**src/rtl/core/ats_pkg.sv**
```systemverilog
// types, codes and character helpers for the assembly token scanner
// no dependencies
package ats_pkg;

  localparam int POSITION_BITS = 32;
  localparam int LINE_BITS     = 32;

  localparam logic [POSITION_BITS-1:0] POS_MAX  = '1;
  localparam logic [LINE_BITS-1:0]     LINE_MAX = '1;

  typedef enum logic [3:0] {
    K_EOF = 4'd0, K_NEWLINE = 4'd1, K_COMMA = 4'd2, K_LBRACKET = 4'd3,
    K_RBRACKET = 4'd4, K_PLUS = 4'd5, K_MINUS = 4'd6, K_STAR = 4'd7,
    K_COLON = 4'd8, K_STRING = 4'd9, K_DIRECTIVE = 4'd10, K_IDENT = 4'd11,
    K_INTEGER = 4'd12, K_ERROR = 4'd13
  } kind_t;

  typedef enum logic [2:0] {
    E_NONE = 3'd0, E_MALFORMED = 3'd1, E_UNTERM = 3'd2, E_UNTERM_ESC = 3'd3,
    E_LONE_DOT = 3'd4, E_UNEXPECTED = 3'd5, E_OVERFLOW = 3'd6
  } errc_t;

  typedef enum logic [1:0] {
    B_DEC = 2'd0, B_HEX = 2'd1, B_BIN = 2'd2, B_OCT = 2'd3
  } base_t;

  typedef enum logic [9:0] {
    M_IDLE      = 10'b0000000001,
    M_COMMENT   = 10'b0000000010,
    M_STRING    = 10'b0000000100,
    M_STR_ESC   = 10'b0000001000,
    M_DOT       = 10'b0000010000,
    M_ZERO      = 10'b0000100000,
    M_NUMBER    = 10'b0001000000,
    M_MALFORMED = 10'b0010000000,
    M_IDENT     = 10'b0100000000,
    M_DIRECT    = 10'b1000000000
  } mode_t;

  typedef struct packed {
    logic [7:0] data_byte;
    logic       end_of_input;
  } in_item_t;

  typedef struct packed {
    logic [3:0]  token_kind;
    logic [2:0]  error_code;
    logic [31:0] token_offset;
    logic [31:0] token_length;
    logic [31:0] token_line;
    logic [31:0] token_column;
    logic [63:0] num_value;
    logic        num_overflow;
    logic        error_flag;
    logic        last;
  } out_item_t;

  // two results at most per item
  typedef struct packed {
    logic      vld0;
    logic      vld1;
    out_item_t tok0;
    out_item_t tok1;
  } tok_pair_t;

  function automatic logic chr_letter(input logic [7:0] c);
    return (c >= "a" && c <= "z") || (c >= "A" && c <= "Z");
  endfunction

  function automatic logic chr_num(input logic [7:0] c);
    return c >= "0" && c <= "9";
  endfunction

  function automatic logic is_id_start(input logic [7:0] c);
    return chr_letter(c) || c == "_";
  endfunction

  function automatic logic is_id_cont(input logic [7:0] c);
    return is_id_start(c) || chr_num(c);
  endfunction

endpackage

```
**src/rtl/core/ats_core.sv**
```systemverilog
// scanner state and per-byte lexing step
// depends on ats_pkg
module ats_core (
  input  logic               clk,
  input  logic               rst_n,
  input  logic               step,
  input  ats_pkg::in_item_t  item,
  output ats_pkg::tok_pair_t toks
);

  ats_pkg::mode_t                        mode_r, mode_nxt;
  logic [ats_pkg::POSITION_BITS-1:0]     pos_r, pos_nxt, tst_r, tst_nxt;
  logic [ats_pkg::LINE_BITS-1:0]         line_r, line_nxt, col_r, col_nxt;
  logic [ats_pkg::LINE_BITS-1:0]         sln_r, sln_nxt, scol_r, scol_nxt;
  logic [63:0]                           acc_r, acc_nxt;
  logic                                  ovf_r, ovf_nxt;
  ats_pkg::base_t                        base_r, base_nxt;
  logic                                  pfx_r, pfx_nxt, dig_r, dig_nxt;
  logic                                  err_r, err_nxt;

  logic [7:0]     c;
  logic           taken;
  // pending-token slot (a) and single-byte or eof slot (b)
  logic           a_vld, b_vld;
  ats_pkg::kind_t a_kind, b_kind;
  ats_pkg::errc_t a_code, b_code;
  logic [ats_pkg::POSITION_BITS-1:0] a_len;
  logic           a_len1, b_len1;
  logic [63:0]    a_val;
  logic           a_ovf;
  logic           es_a, es_b;
  logic [5:0]     dv;
  logic           dv_ok;
  logic [67:0]    prod, sum;
  ats_pkg::out_item_t ta, tb;

  // digit value and the next accumulator
  always_comb begin
    dv = 6'd63;
    if (ats_pkg::chr_num(c))                 dv = 6'(c - "0");
    else if (c >= "a" && c <= "z")           dv = 6'(c - "a" + 8'd10);
    else if (c >= "A" && c <= "Z")           dv = 6'(c - "A" + 8'd10);
    case (base_r)
      ats_pkg::B_HEX: dv_ok = dv < 6'd16;
      ats_pkg::B_BIN: dv_ok = dv < 6'd2;
      ats_pkg::B_OCT: dv_ok = dv < 6'd8;
      default:        dv_ok = dv < 6'd10;
    endcase
    case (base_r)
      ats_pkg::B_HEX: prod = {acc_r, 4'b0};
      ats_pkg::B_BIN: prod = {3'b0, acc_r, 1'b0};
      ats_pkg::B_OCT: prod = {1'b0, acc_r, 3'b0};
      default:        prod = {1'b0, acc_r, 3'b0} + {3'b0, acc_r, 1'b0};
    endcase
    sum = prod + 68'(dv);
  end

  always_comb begin
    c        = item.data_byte;
    mode_nxt = mode_r;
    tst_nxt  = tst_r;
    sln_nxt  = sln_r;
    scol_nxt = scol_r;
    acc_nxt  = acc_r;
    ovf_nxt  = ovf_r;
    base_nxt = base_r;
    pfx_nxt  = pfx_r;
    dig_nxt  = dig_r;
    taken    = 1'b0;
    a_vld    = 1'b0;
    a_kind   = ats_pkg::K_ERROR;
    a_code   = ats_pkg::E_NONE;
    a_len    = pos_r - tst_r;
    a_len1   = 1'b0;
    a_val    = '0;
    a_ovf    = 1'b0;
    b_vld    = 1'b0;
    b_kind   = ats_pkg::K_EOF;
    b_code   = ats_pkg::E_NONE;
    b_len1   = 1'b1;

    if (item.end_of_input) begin
      a_vld = 1'b1;
      case (mode_r)
        ats_pkg::M_STRING:    a_code = ats_pkg::E_UNTERM;
        ats_pkg::M_STR_ESC:   a_code = ats_pkg::E_UNTERM_ESC;
        ats_pkg::M_DOT: begin
          a_code = ats_pkg::E_LONE_DOT;
          a_len1 = 1'b1;
        end
        ats_pkg::M_ZERO, ats_pkg::M_NUMBER: begin
          if (pfx_r && !dig_r) begin
            a_code = ats_pkg::E_MALFORMED;
          end else begin
            a_kind = ats_pkg::K_INTEGER;
            a_code = ovf_r ? ats_pkg::E_OVERFLOW : ats_pkg::E_NONE;
            a_val  = ovf_r ? '1 : acc_r;
            a_ovf  = ovf_r;
          end
        end
        ats_pkg::M_MALFORMED: a_code = ats_pkg::E_MALFORMED;
        ats_pkg::M_IDENT:     a_kind = ats_pkg::K_IDENT;
        ats_pkg::M_DIRECT:    a_kind = ats_pkg::K_DIRECTIVE;
        default:              a_vld  = 1'b0;
      endcase
      mode_nxt = ats_pkg::M_IDLE;
      b_vld    = 1'b1;
      b_len1   = 1'b0;
    end else begin
      case (mode_r)
        ats_pkg::M_COMMENT: begin
          if (c == 8'h0a) mode_nxt = ats_pkg::M_IDLE;
          else            taken    = 1'b1;
        end
        ats_pkg::M_STRING: begin
          if (c == 8'h0a) begin
            a_vld    = 1'b1;
            a_code   = ats_pkg::E_UNTERM;
            mode_nxt = ats_pkg::M_IDLE;
          end else if (c == "\"") begin
            a_vld    = 1'b1;
            a_kind   = ats_pkg::K_STRING;
            a_len    = pos_r - tst_r + 1'b1;
            mode_nxt = ats_pkg::M_IDLE;
            taken    = 1'b1;
          end else begin
            if (c == "\\") mode_nxt = ats_pkg::M_STR_ESC;
            taken = 1'b1;
          end
        end
        ats_pkg::M_STR_ESC: begin
          if (c == 8'h0a) begin
            a_vld    = 1'b1;
            a_code   = ats_pkg::E_UNTERM_ESC;
            mode_nxt = ats_pkg::M_IDLE;
          end else begin
            mode_nxt = ats_pkg::M_STRING;
            taken    = 1'b1;
          end
        end
        ats_pkg::M_DOT: begin
          if (ats_pkg::is_id_start(c)) begin
            mode_nxt = ats_pkg::M_DIRECT;
            taken    = 1'b1;
          end else begin
            a_vld    = 1'b1;
            a_code   = ats_pkg::E_LONE_DOT;
            a_len1   = 1'b1;
            mode_nxt = ats_pkg::M_IDLE;
          end
        end
        ats_pkg::M_ZERO: begin
          mode_nxt = ats_pkg::M_NUMBER;
          if (c == "x" || c == "X" || c == "b" || c == "B" || c == "o" || c == "O") begin
            base_nxt = (c == "x" || c == "X") ? ats_pkg::B_HEX :
                       ((c == "b" || c == "B") ? ats_pkg::B_BIN : ats_pkg::B_OCT);
            pfx_nxt  = 1'b1;
            dig_nxt  = 1'b0;
            taken    = 1'b1;
          end
        end
        default: ;
      endcase

      if (!taken && mode_nxt == ats_pkg::M_NUMBER) begin
        taken = 1'b1;
        if (dv_ok) begin
          dig_nxt = 1'b1;
          if (sum[67:64] != 4'd0) ovf_nxt = 1'b1;
          else                    acc_nxt = sum[63:0];
        end else if (ats_pkg::is_id_cont(c)) begin
          mode_nxt = ats_pkg::M_MALFORMED;
        end else begin
          // pfx_nxt/dig_nxt equal the registered flags here
          a_vld = 1'b1;
          if (pfx_nxt && !dig_nxt) begin
            a_code = ats_pkg::E_MALFORMED;
          end else begin
            a_kind = ats_pkg::K_INTEGER;
            a_code = ovf_r ? ats_pkg::E_OVERFLOW : ats_pkg::E_NONE;
            a_val  = ovf_r ? '1 : acc_r;
            a_ovf  = ovf_r;
          end
          mode_nxt = ats_pkg::M_IDLE;
          taken    = 1'b0;
        end
      end else if (!taken && (mode_nxt == ats_pkg::M_MALFORMED ||
                              mode_nxt == ats_pkg::M_IDENT ||
                              mode_nxt == ats_pkg::M_DIRECT)) begin
        if (ats_pkg::is_id_cont(c)) begin
          taken = 1'b1;
        end else begin
          a_vld = 1'b1;
          if (mode_nxt == ats_pkg::M_MALFORMED) a_code = ats_pkg::E_MALFORMED;
          else if (mode_nxt == ats_pkg::M_IDENT) a_kind = ats_pkg::K_IDENT;
          else a_kind = ats_pkg::K_DIRECTIVE;
          mode_nxt = ats_pkg::M_IDLE;
        end
      end

      if (!taken) begin
        tst_nxt  = pos_r;
        sln_nxt  = line_r;
        scol_nxt = col_r;
        b_vld    = 1'b1;
        case (c)
          " ", 8'h09, 8'h0d: b_vld = 1'b0;
          ";": begin
            b_vld    = 1'b0;
            mode_nxt = ats_pkg::M_COMMENT;
          end
          8'h0a: b_kind = ats_pkg::K_NEWLINE;
          ",":   b_kind = ats_pkg::K_COMMA;
          "[":   b_kind = ats_pkg::K_LBRACKET;
          "]":   b_kind = ats_pkg::K_RBRACKET;
          "+":   b_kind = ats_pkg::K_PLUS;
          "-":   b_kind = ats_pkg::K_MINUS;
          "*":   b_kind = ats_pkg::K_STAR;
          ":":   b_kind = ats_pkg::K_COLON;
          "\"": begin
            b_vld    = 1'b0;
            mode_nxt = ats_pkg::M_STRING;
          end
          ".": begin
            b_vld    = 1'b0;
            mode_nxt = ats_pkg::M_DOT;
          end
          default: begin
            if (ats_pkg::chr_num(c)) begin
              b_vld    = 1'b0;
              mode_nxt = (c == "0") ? ats_pkg::M_ZERO : ats_pkg::M_NUMBER;
              acc_nxt  = 64'(c - "0");
              ovf_nxt  = 1'b0;
              base_nxt = ats_pkg::B_DEC;
              pfx_nxt  = 1'b0;
              dig_nxt  = 1'b1;
            end else if (ats_pkg::is_id_start(c)) begin
              b_vld    = 1'b0;
              mode_nxt = ats_pkg::M_IDENT;
            end else begin
              b_kind = ats_pkg::K_ERROR;
              b_code = ats_pkg::E_UNEXPECTED;
            end
          end
        endcase
      end
    end

    pos_nxt  = (pos_r < ats_pkg::POS_MAX) ? pos_r + 1'b1 : pos_r;
    line_nxt = line_r;
    col_nxt  = col_r;
    if (!item.end_of_input) begin
      if (c == 8'h0a) begin
        if (line_r < ats_pkg::LINE_MAX) line_nxt = line_r + 1'b1;
        col_nxt = ats_pkg::LINE_BITS'(1);
      end else if (col_r < ats_pkg::LINE_MAX) begin
        col_nxt = col_r + 1'b1;
      end
    end else begin
      pos_nxt = pos_r;
    end
  end

  // assemble the results with the sticky error flag in order
  always_comb begin
    es_a = err_r | (a_vld && (a_kind == ats_pkg::K_ERROR || a_code == ats_pkg::E_OVERFLOW));
    es_b = es_a | (b_vld && b_kind == ats_pkg::K_ERROR);
    err_nxt = es_b;

    ta.token_kind   = a_kind;
    ta.error_code   = a_code;
    ta.token_offset = 32'(tst_r);
    ta.token_length = a_len1 ? 32'd1 : 32'(a_len);
    ta.token_line   = 32'(sln_r);
    ta.token_column = 32'(scol_r);
    ta.num_value    = a_val;
    ta.num_overflow = a_ovf;
    ta.error_flag   = es_a;
    ta.last         = !b_vld;

    tb.token_kind   = b_kind;
    tb.error_code   = b_code;
    tb.token_offset = 32'(pos_r);
    tb.token_length = b_len1 ? 32'd1 : 32'd0;
    tb.token_line   = 32'(line_r);
    tb.token_column = 32'(col_r);
    tb.num_value    = '0;
    tb.num_overflow = 1'b0;
    tb.error_flag   = es_b;
    tb.last         = 1'b1;

    toks.vld0 = a_vld | b_vld;
    toks.vld1 = a_vld & b_vld;
    toks.tok0 = a_vld ? ta : tb;
    toks.tok1 = tb;
  end

  always_ff @(posedge clk) begin
    if (!rst_n) begin
      mode_r <= ats_pkg::M_IDLE;
      pos_r  <= '0;
      line_r <= ats_pkg::LINE_BITS'(1);
      col_r  <= ats_pkg::LINE_BITS'(1);
      tst_r  <= '0;
      sln_r  <= ats_pkg::LINE_BITS'(1);
      scol_r <= ats_pkg::LINE_BITS'(1);
      acc_r  <= '0;
      ovf_r  <= 1'b0;
      base_r <= ats_pkg::B_DEC;
      pfx_r  <= 1'b0;
      dig_r  <= 1'b0;
      err_r  <= 1'b0;
    end else if (step) begin
      mode_r <= mode_nxt;
      pos_r  <= pos_nxt;
      line_r <= line_nxt;
      col_r  <= col_nxt;
      tst_r  <= tst_nxt;
      sln_r  <= sln_nxt;
      scol_r <= scol_nxt;
      acc_r  <= acc_nxt;
      ovf_r  <= ovf_nxt;
      base_r <= base_nxt;
      pfx_r  <= pfx_nxt;
      dig_r  <= dig_nxt;
      err_r  <= err_nxt;
    end
  end

endmodule

```
**src/rtl/core/ats_outq.sv**
```systemverilog
// four-entry result queue, takes up to two results per cycle while it has room for two
// depends on ats_pkg
module ats_outq (
  input  logic               clk,
  input  logic               rst_n,
  input  logic               push,
  input  ats_pkg::tok_pair_t toks,
  output logic               room,
  output logic               out_valid,
  input  logic               out_stall,
  output ats_pkg::out_item_t out_data
);

  ats_pkg::out_item_t mem_r [4];
  logic [1:0] wr_r, wr_nxt, rd_r, rd_nxt;
  logic [2:0] cnt_r, cnt_nxt;
  logic       pop;
  logic [1:0] n_in;

  assign out_valid = cnt_r != 3'd0;
  assign out_data  = mem_r[rd_r];
  assign pop       = out_valid && !out_stall;
  assign room      = cnt_r <= 3'd2;
  assign n_in      = push ? {1'b0, toks.vld0} + {1'b0, toks.vld1} : 2'd0;

  always_comb begin
    wr_nxt  = wr_r + n_in;
    rd_nxt  = rd_r + {1'b0, pop};
    cnt_nxt = cnt_r + {1'b0, n_in} - {2'b0, pop};
  end

  always_ff @(posedge clk) begin
    if (push && toks.vld0) mem_r[wr_r] <= toks.tok0;
    if (push && toks.vld1) mem_r[wr_r + 2'd1] <= toks.tok1;
  end

  always_ff @(posedge clk) begin
    if (!rst_n) begin
      wr_r  <= '0;
      rd_r  <= '0;
      cnt_r <= '0;
    end else begin
      wr_r  <= wr_nxt;
      rd_r  <= rd_nxt;
      cnt_r <= cnt_nxt;
    end
  end

endmodule

```
**src/rtl/core/assembly_token_scanner.sv**
```systemverilog
// channel   | direction | payload
// in_*      | input     | ats_pkg::in_item_t  (data_byte, end_of_input)
// out_*     | output    | ats_pkg::out_item_t (one token per transfer)
//
// one byte per cycle while in_stall is low: a transfer lands in the input
// register and is lexed from there into the queue. the lexing step runs once
// the four-entry queue has room for two tokens, so bytes giving two tokens are
// paced by the output at one token a cycle while out_stall is low.
// reset (rst_n low, synchronous) clears scanner state and empties the queue.
// out_stall holds the queue head; in_stall rises while a byte waits in the
// input register and the queue holds more than two tokens.
// depends on ats_pkg, ats_core, ats_outq
module assembly_token_scanner (
  input  logic               clk,
  input  logic               rst_n,
  input  logic               in_valid,
  output logic               in_stall,
  input  ats_pkg::in_item_t  in_data,
  output logic               out_valid,
  input  logic               out_stall,
  output ats_pkg::out_item_t out_data
);

  ats_pkg::in_item_t  item_r;
  logic               vld_r;
  logic               room, step;
  ats_pkg::tok_pair_t toks;

  assign step     = vld_r && room;
  assign in_stall = vld_r && !room;

  always_ff @(posedge clk) begin
    if (in_valid && !in_stall) item_r <= in_data;
  end

  always_ff @(posedge clk) begin
    if (!rst_n)         vld_r <= 1'b0;
    else if (!in_stall) vld_r <= in_valid;
  end

  ats_core u_core (
    .clk   (clk),
    .rst_n (rst_n),
    .step  (step),
    .item  (item_r),
    .toks  (toks)
  );

  ats_outq u_outq (
    .clk       (clk),
    .rst_n     (rst_n),
    .push      (step),
    .toks      (toks),
    .room      (room),
    .out_valid (out_valid),
    .out_stall (out_stall),
    .out_data  (out_data)
  );

endmodule

```
**config.mk**
```make
export PLATFORM = sky130hd
export DESIGN_NAME = assembly_token_scanner
export DESIGN_NICKNAME = d
export VERILOG_FILES = /design/src/rtl/core/ats_pkg.sv /design/src/rtl/core/ats_core.sv /design/src/rtl/core/ats_outq.sv /design/src/rtl/core/assembly_token_scanner.sv
export SDC_FILE = /design/constraint.sdc
export NUM_CORES = 2
export LEC_CHECK = 0
export BUFFER_PORTS_ARGS = -buffer_cell sky130_fd_sc_hd__buf_2
export CORE_ASPECT_RATIO = 1.4
export CORE_MARGIN = 10
export CORE_UTILIZATION = 30
export CTS_CLUSTER_SIZE = 24
export DETAILED_ROUTE_END_ITERATION = 8
export SYNTH_ARGS = -nofsm -noshare
export SYNTH_HDL_FRONTEND = slang
export SYNTH_SLANG_ARGS = --single-unit
```
**constraint.sdc**
```tcl
create_clock -name clk -period 11.05 [get_ports clk]
set_clock_uncertainty 0.2 [all_clocks]
set_input_delay 1.105 -clock clk [delete_from_list [all_inputs] [get_ports clk]]
set_output_delay 1.105 -clock clk [all_outputs]
set_load 0.01 [all_outputs]
```
# After elaboration in Yosys (flattened, before gate mapping)
# Memories as Yosys holds them, arrays and structs flattened. A register that Yosys moved wholly into a read port is not among the register bits.
# Index checks and enable logic that the tools add are counted.
# word_totals
ff_bits	289
latch_bits	0
ramBits	808
romBits	0
inputBits	13
out_inout_bits	204
word_cells	305
memories	1
# classes
addsub	19
multipliers	0
div	0
n_lt_le_gt_ge	14
n_eq_ne	42
shift	0
mux	155
bitwise	6
reduce_logical	49
# mem_list
name	depth	word_bits	read_ports	rd_ports_with_merged_regs	wr	line	text
u_outq.mem_r	4	202	1	1	2	ats_outq.sv:14	ats_pkg::out_item_t mem_r [4];
# ops
op	n
two-way mux 64 bit	14
two-way mux 32 bit	7
one-hot mux 68 bit (3 select lines)	1
two-way mux 202 bit	1
two-way mux 10 bit	14
adder 32 x 1 -> 32 bit (second input constant)	4
< comparator 32 bit (second input constant)	3
equality test 8 x 6 -> 1 bit (second input constant)	10
equality test 8 x 7 -> 1 bit (second input constant)	10
adder 67 x 65 -> 68 bit	1
adder 68 x 6 -> 68 bit	1
two-way mux 1 bit	61
two-way mux 4 bit	14
two-way mux 3 bit	18
one-hot mux 10 bit (5 select lines)	1
one-hot mux 10 bit (4 select lines)	1
one-hot mux 4 bit (9 select lines)	1
subtractor 32 bit	1
equality test 8 x 4 -> 1 bit (second input constant)	3
equality test 10 bit (second input constant)	2
equality test 10 x 7 -> 1 bit (second input constant)	2
equality test 10 x 8 -> 1 bit (second input constant)	2
equality test 10 x 9 -> 1 bit (second input constant)	2
two-way mux 2 bit	10
other kinds (53)	101

# Logic depth before layout (Yosys ltp)
# logic_depth
depth_word	22
ltp_mapped	29
mapped_depth_nobuf	25

# Cells and area by module
# Synthesis repeated with hierarchy kept, for this count alone.
# unflattened
hier_cells	5457
hier_area_um2	64189.1
# modules_own_cells
module	n_inst	cells_each	area_each_um2	seq_area_each_um2
ats_outq	1	2011	39047.4	24403.4
ats_core	1	3432	24817.6	5445.2
assembly_token_scanner	1	14	324.1	290.3

# Worst setup path after synthesis
# Ideal clock, no wire load.
# synth_path
path_kind	register -> register
start	reg item_r[5] (netlist name)
end	mem u_outq.mem_r[0][100] (netlist name), enable pin
setup_time_ns	0.458
arrival_time_ns	7.661
t_required_ns	10.392
slack_ns	2.732
path_stages_with_launch	21
path_buffers	3
synth_period_minus_slack_ns	8.318
path_cell_list	edfxtp_1 -> inv_1 -> ha_1 -> nor3b_1 -> nand3_1 -> a31o_2 -> a21oi_2 -> nor2_1 -> or4_4 -> or4_1 -> and2_1 -> o211a_1 -> nor2_4 -> inv_2 -> buf_4 -> ha_1 -> clkbuf_1 -> nor4_1 -> nor2_1 -> clkbuf_1 -> inv_1
# synth_rtl
item	line	text
from (decl)	assembly_token_scanner.sv:24	ats_pkg::in_item_t item_r;
from (signal assigned)	assembly_token_scanner.sv:33	if (in_valid && !in_stall) item_r <= in_data;
to (decl)	ats_outq.sv:14	

# Final worst setup path
# layout_path
start	reg item_r[2] (netlist name)
end	reg u_core.acc_r[36]
# layout_via
elab_chain_cells	15
word_cells_on_any_way	90
classes_between	7 x add/sub; 10 x order compare; 26 x eq/ne; 29 x mux; 18 x reduce/logical
# layout_lines
item	line	text
parallel branches: the longest is 14 deep, another holds adder 68 x 6 -> 68 bit	-	
two-way mux 64 bit (*)	ats_core.sv:201	if (!taken) begin
to (signal assigned)	ats_core.sv:321	acc_r <= acc_nxt;
to (decl)	ats_core.sv:15	logic [63:0] acc_r, acc_nxt;
# Every way passes the cells marked *. The select of a mux whose other input is x is not followed.
# A chain may end at the register's enable or synchronous reset.

==> out/results.ini <==
[logic_synthesis]
synth_seq_cells = 1097
syn_inst = 5748
synth.avg_cell_area_sq_um = 10.0
synth_compound_area_share_pct = 20.9
syn-num-nets = 5884
synth-simple-area-share_pct = 14.2
ys_seq_area_share_pct = 45.6
synth_common_cells = nand2_1 (838), dfxtp_1 (672), o21ai_0 (555), a22o_1 (464), edfxtp_1 (425)
synth_cell_type_count = 107
netlist_top_cells_area = dfxtp_1 (23%), edfxtp_1 (22%), mux4_2 (8.2%), a22o_1 (7.1%), nand2_1 (5.5%)
synth.cell_area_sq_um = 57500
yosysTopAreaCellShare_pct = 23.4
synth_xor_area_share_pct = 3.32
synth_mux_area_share_pct = 9.06
synth_edf_count = 425
synthFlopType = dfxtp_1
yosysWarnings = 0
synth_largest_area_cell = dfxtp_1
synthAdderAreaFrac_pct = 2.75
ys_async_sr_fraction_pct = 0
synth_most_common_cell = nand2_1
synth_top_family_by_area = compound AO/OA/AOI/OAI gates

[detailed_routing]
drt_iter0_drc = 4070
drcViolationCount = 0
dr_total_vias = 46300
ant_nets = 0
routed_via_density = 5.60
firstDrtPassIters = 5
wirelength_um = 193000
drt-wirelength-per-cell_um = 23.3

[outcome]
status = finished, final reports clean

[global_routing]
grt_max_degree = 89
track_usage_pct = 17.5
grt_pass1_wl_um = 289000
grt_overflow_total = 0
grt_pass1_vias = 45900
antenna_found_initial = 11

[placed_design]
dp_worst_setup_slack_ns = 2.64
place_hpwl_um = 127000
place_inst = 8051
portBuffers = 216
gp_congestion = 0.970

[clock_network]
cts_hold_buffers = 0
postCtsSetupBuffers = 0
cts_root_buf = clkbuf_16
clkTransAtPathRegs_ns = 0.07
cts_tree = done
post_cts_resize_count = 0
clockBufferDepth = 3
cts_sinks = 1097
cts_max_level = 3
cts_buffers = 111
clk_latency_ns = 0.76

[setup_path]
crit_path_end_kind = flop
path_cells = inv_1 -> ha_1 -> or4b_2 -> a21boi_0 -> a311o_1 -> nand2_1 -> and3_1 -> a221oi_1 -> ha_1 -> inv_1 -> o21bai_1 -> a21oi_1 -> nor4b_1 -> nand4b_1 -> nor2_1 -> and3_1 -> nand4_1 -> nor4_2 -> mux2i_1 -> and2_1 -> o221ai_4 -> a21oi_4 -> buf_4 -> o221a_1
critPathBufInv = 3
path_delay_family = simple AND/OR/NAND/NOR gates
critical_path.max_stage_delay_ns = 0.66
crit_type = flop to flop
startpoint = item_r[2]$_DFFE_PP_
crit_required_ns = 11.52
crit_arrival_ns = 8.96
crit_fanout = 35
r2r_start = item_r[2]$_DFFE_PP_
cpMaxStageDelayCell = a21oi_4
startpoint_type = flop

[die]
die-width_um = 390
dieHeight_um = 538
rows = 190
ios = 217
coreArea_sq_um = 191000
start_util_pct = 30.1
dieArea_sq_um = 210000

[final_layout]
syn2layout_area_growth_pct = 11.7
multi_input_area_sq_um = 29000
fin_cells = 8262
drive_gt1_share_pct = 14.0
fill_cells = 19200
ff_latch_area_sq_um = 26200
finalNetCount = 5804

[timing]
slew_violations = 0
slew_headroom_pct = 24.9
finalCritPeriodShare_pct = 76.8
max_freq_ghz = 0.118
fin_ws_ns = 2.56
min_period_ns = 8.49
hold_viol = 0
final.setup.tns_ns = 0
worstMarginPinSlew_ns = 1.11
rsz0062_at_grt = no
setup_violations = 0

[power_and_ir_drop]
p_per_area_nw_per_um2 = 154
leakagePower_nw = 21.6
ir_worst_vdd_v = 0.000155

[min_path]
min-delay-start = u_outq.mem_r[3][133]$_SDFFE_PP0N_
min_path_type = flop to flop

[job]
maxCapViolCount = 0

[kinds of logic (layout without fill, tap and decap cells)]
kind of cell | Yosys count | count (layout)
DFF | 1097 | 1097
and+or+nand+nor | 1749 | 1749
other | 0 | 2
muxes | 257 | 257
adders and majority gates | 124 | 124
AOI/OAI and AO/OA | 1718 | 1718
xor gates and xnor gates | 218 | 218
buffers and inverters | 585 | 601
[report_power, final]
group / switching, W / internal (W) / total (W)
clock: 0.00169 / 0.00217 / 0.00386
sequential: 0.000100 / 0.00433 / 0.00443
combinational: 0.000995 / 0.000584 / 0.00158
total: 0.00279 / 0.00708 / 0.00987
[layout by cell type, fill, tap and decap left out, types with 20 or more instances in the layout]
cell type,n
nand2b_1,30
nor4_1,21
and3_1,46
nand2_1,838
o221a_1,31
clkbuf_16,111
mux4_2,209
xnor2_1,142
a21o_1,44
nand3_1,106
nand4_1,73
or3_1,46
edfxtp_1,425
and2_1,82
o21ai_0,553
buf_4,69
clkbuf_1,34
o21a_1,28
dfxtp_1,667
clkbuf_8,29
inv_1,99
mux2i_1,33
a22o_1,464
xor2_1,76
nor2b_1,42
ha_1,119
a31oi_1,28
o211ai_1,20
nor2_1,274
buf_2,215
a21oi_1,188
o221a_2,28
nor3_1,80
a21boi_0,114
[tightest hold or removal path: stages (launching register included)]
cell	delay [ns]
dfxtp_1	0.30
nand2_1	0.05
o21ai_1	0.05
[metal layers]
layer	share of wire [%]	vias to the layer above	track usage, %	wire [um]
li1	-	21200	-	-
met1	41	23000	21.6	79000
met2	50	1683	31.1	95500
met3	6.3	338	2.55	12100
met4	3.1	2	5.97	5970
met5	0.0067	-	0	13
[flip-flops by register name, indices dropped and copies added, names as in the netlist]
signal	cells
u_core.sln_r	32
u_outq.wr_r	2
u_core.base_r	2
u_core.mode_r	10
u_core.line_r	32
u_outq.rd_r	2
u_outq.cnt_r	3
u_core.dig_r	1
u_core.col_r	32
u_core.pos_r	32
u_core.scol_r	32
u_outq.mem_r	808
vld_r	1
item_r	9
u_core.acc_r	64
u_core.err_r	1
u_core.ovf_r	1
u_core.tst_r	32
u_core.pfx_r	1
[final cells by class]
class	count	area share, %
Clock buffer	175	5.16
Timing Repair Buffer	287	2.58
Sequential cell	1097	40.9
Tap cell	2496	4.86
Antenna cell	2	0.00779
Inverter	105	0.629
Multi-Input combinational cell	4066	45.2
Clock inverter	34	0.696
[final timing paths]
| path | to | slack [ns] | cells after the start |
|---|---|---|---|
| setup / recovery | u_core.acc_r[36]$_SDFFE_PN0P_ | 2.56 | 24 |
| hold / removal | u_outq.mem_r[3][133]$_SDFFE_PP0N_ | 0.25 | 2 |
| setup reg to reg | u_core.acc_r[36]$_SDFFE_PN0P_ | 2.56 | 24 |
| hold reg to reg | u_outq.mem_r[3][133]$_SDFFE_PP0N_ | 0.25 | 2 |
[through the flow]
stage / hold slack (ns) / cell area (sq um) / util, % / power (W)
floorplan: 0.220 / 57500 / - / 0.00547
global placement: 0.228 / 60500 / 31.7 / 0.00613
detailed placement: 0.237 / 60500 / 31.7 / 0.00614
CTS: 0.248 / 64200 / 33.6 / 0.0100
global route: 0.269 / 64200 / 33.6 / 0.0102
finish: 0.247 / 64200 / 33.6 / 0.00987
Power figures use the tool's default switching activity.
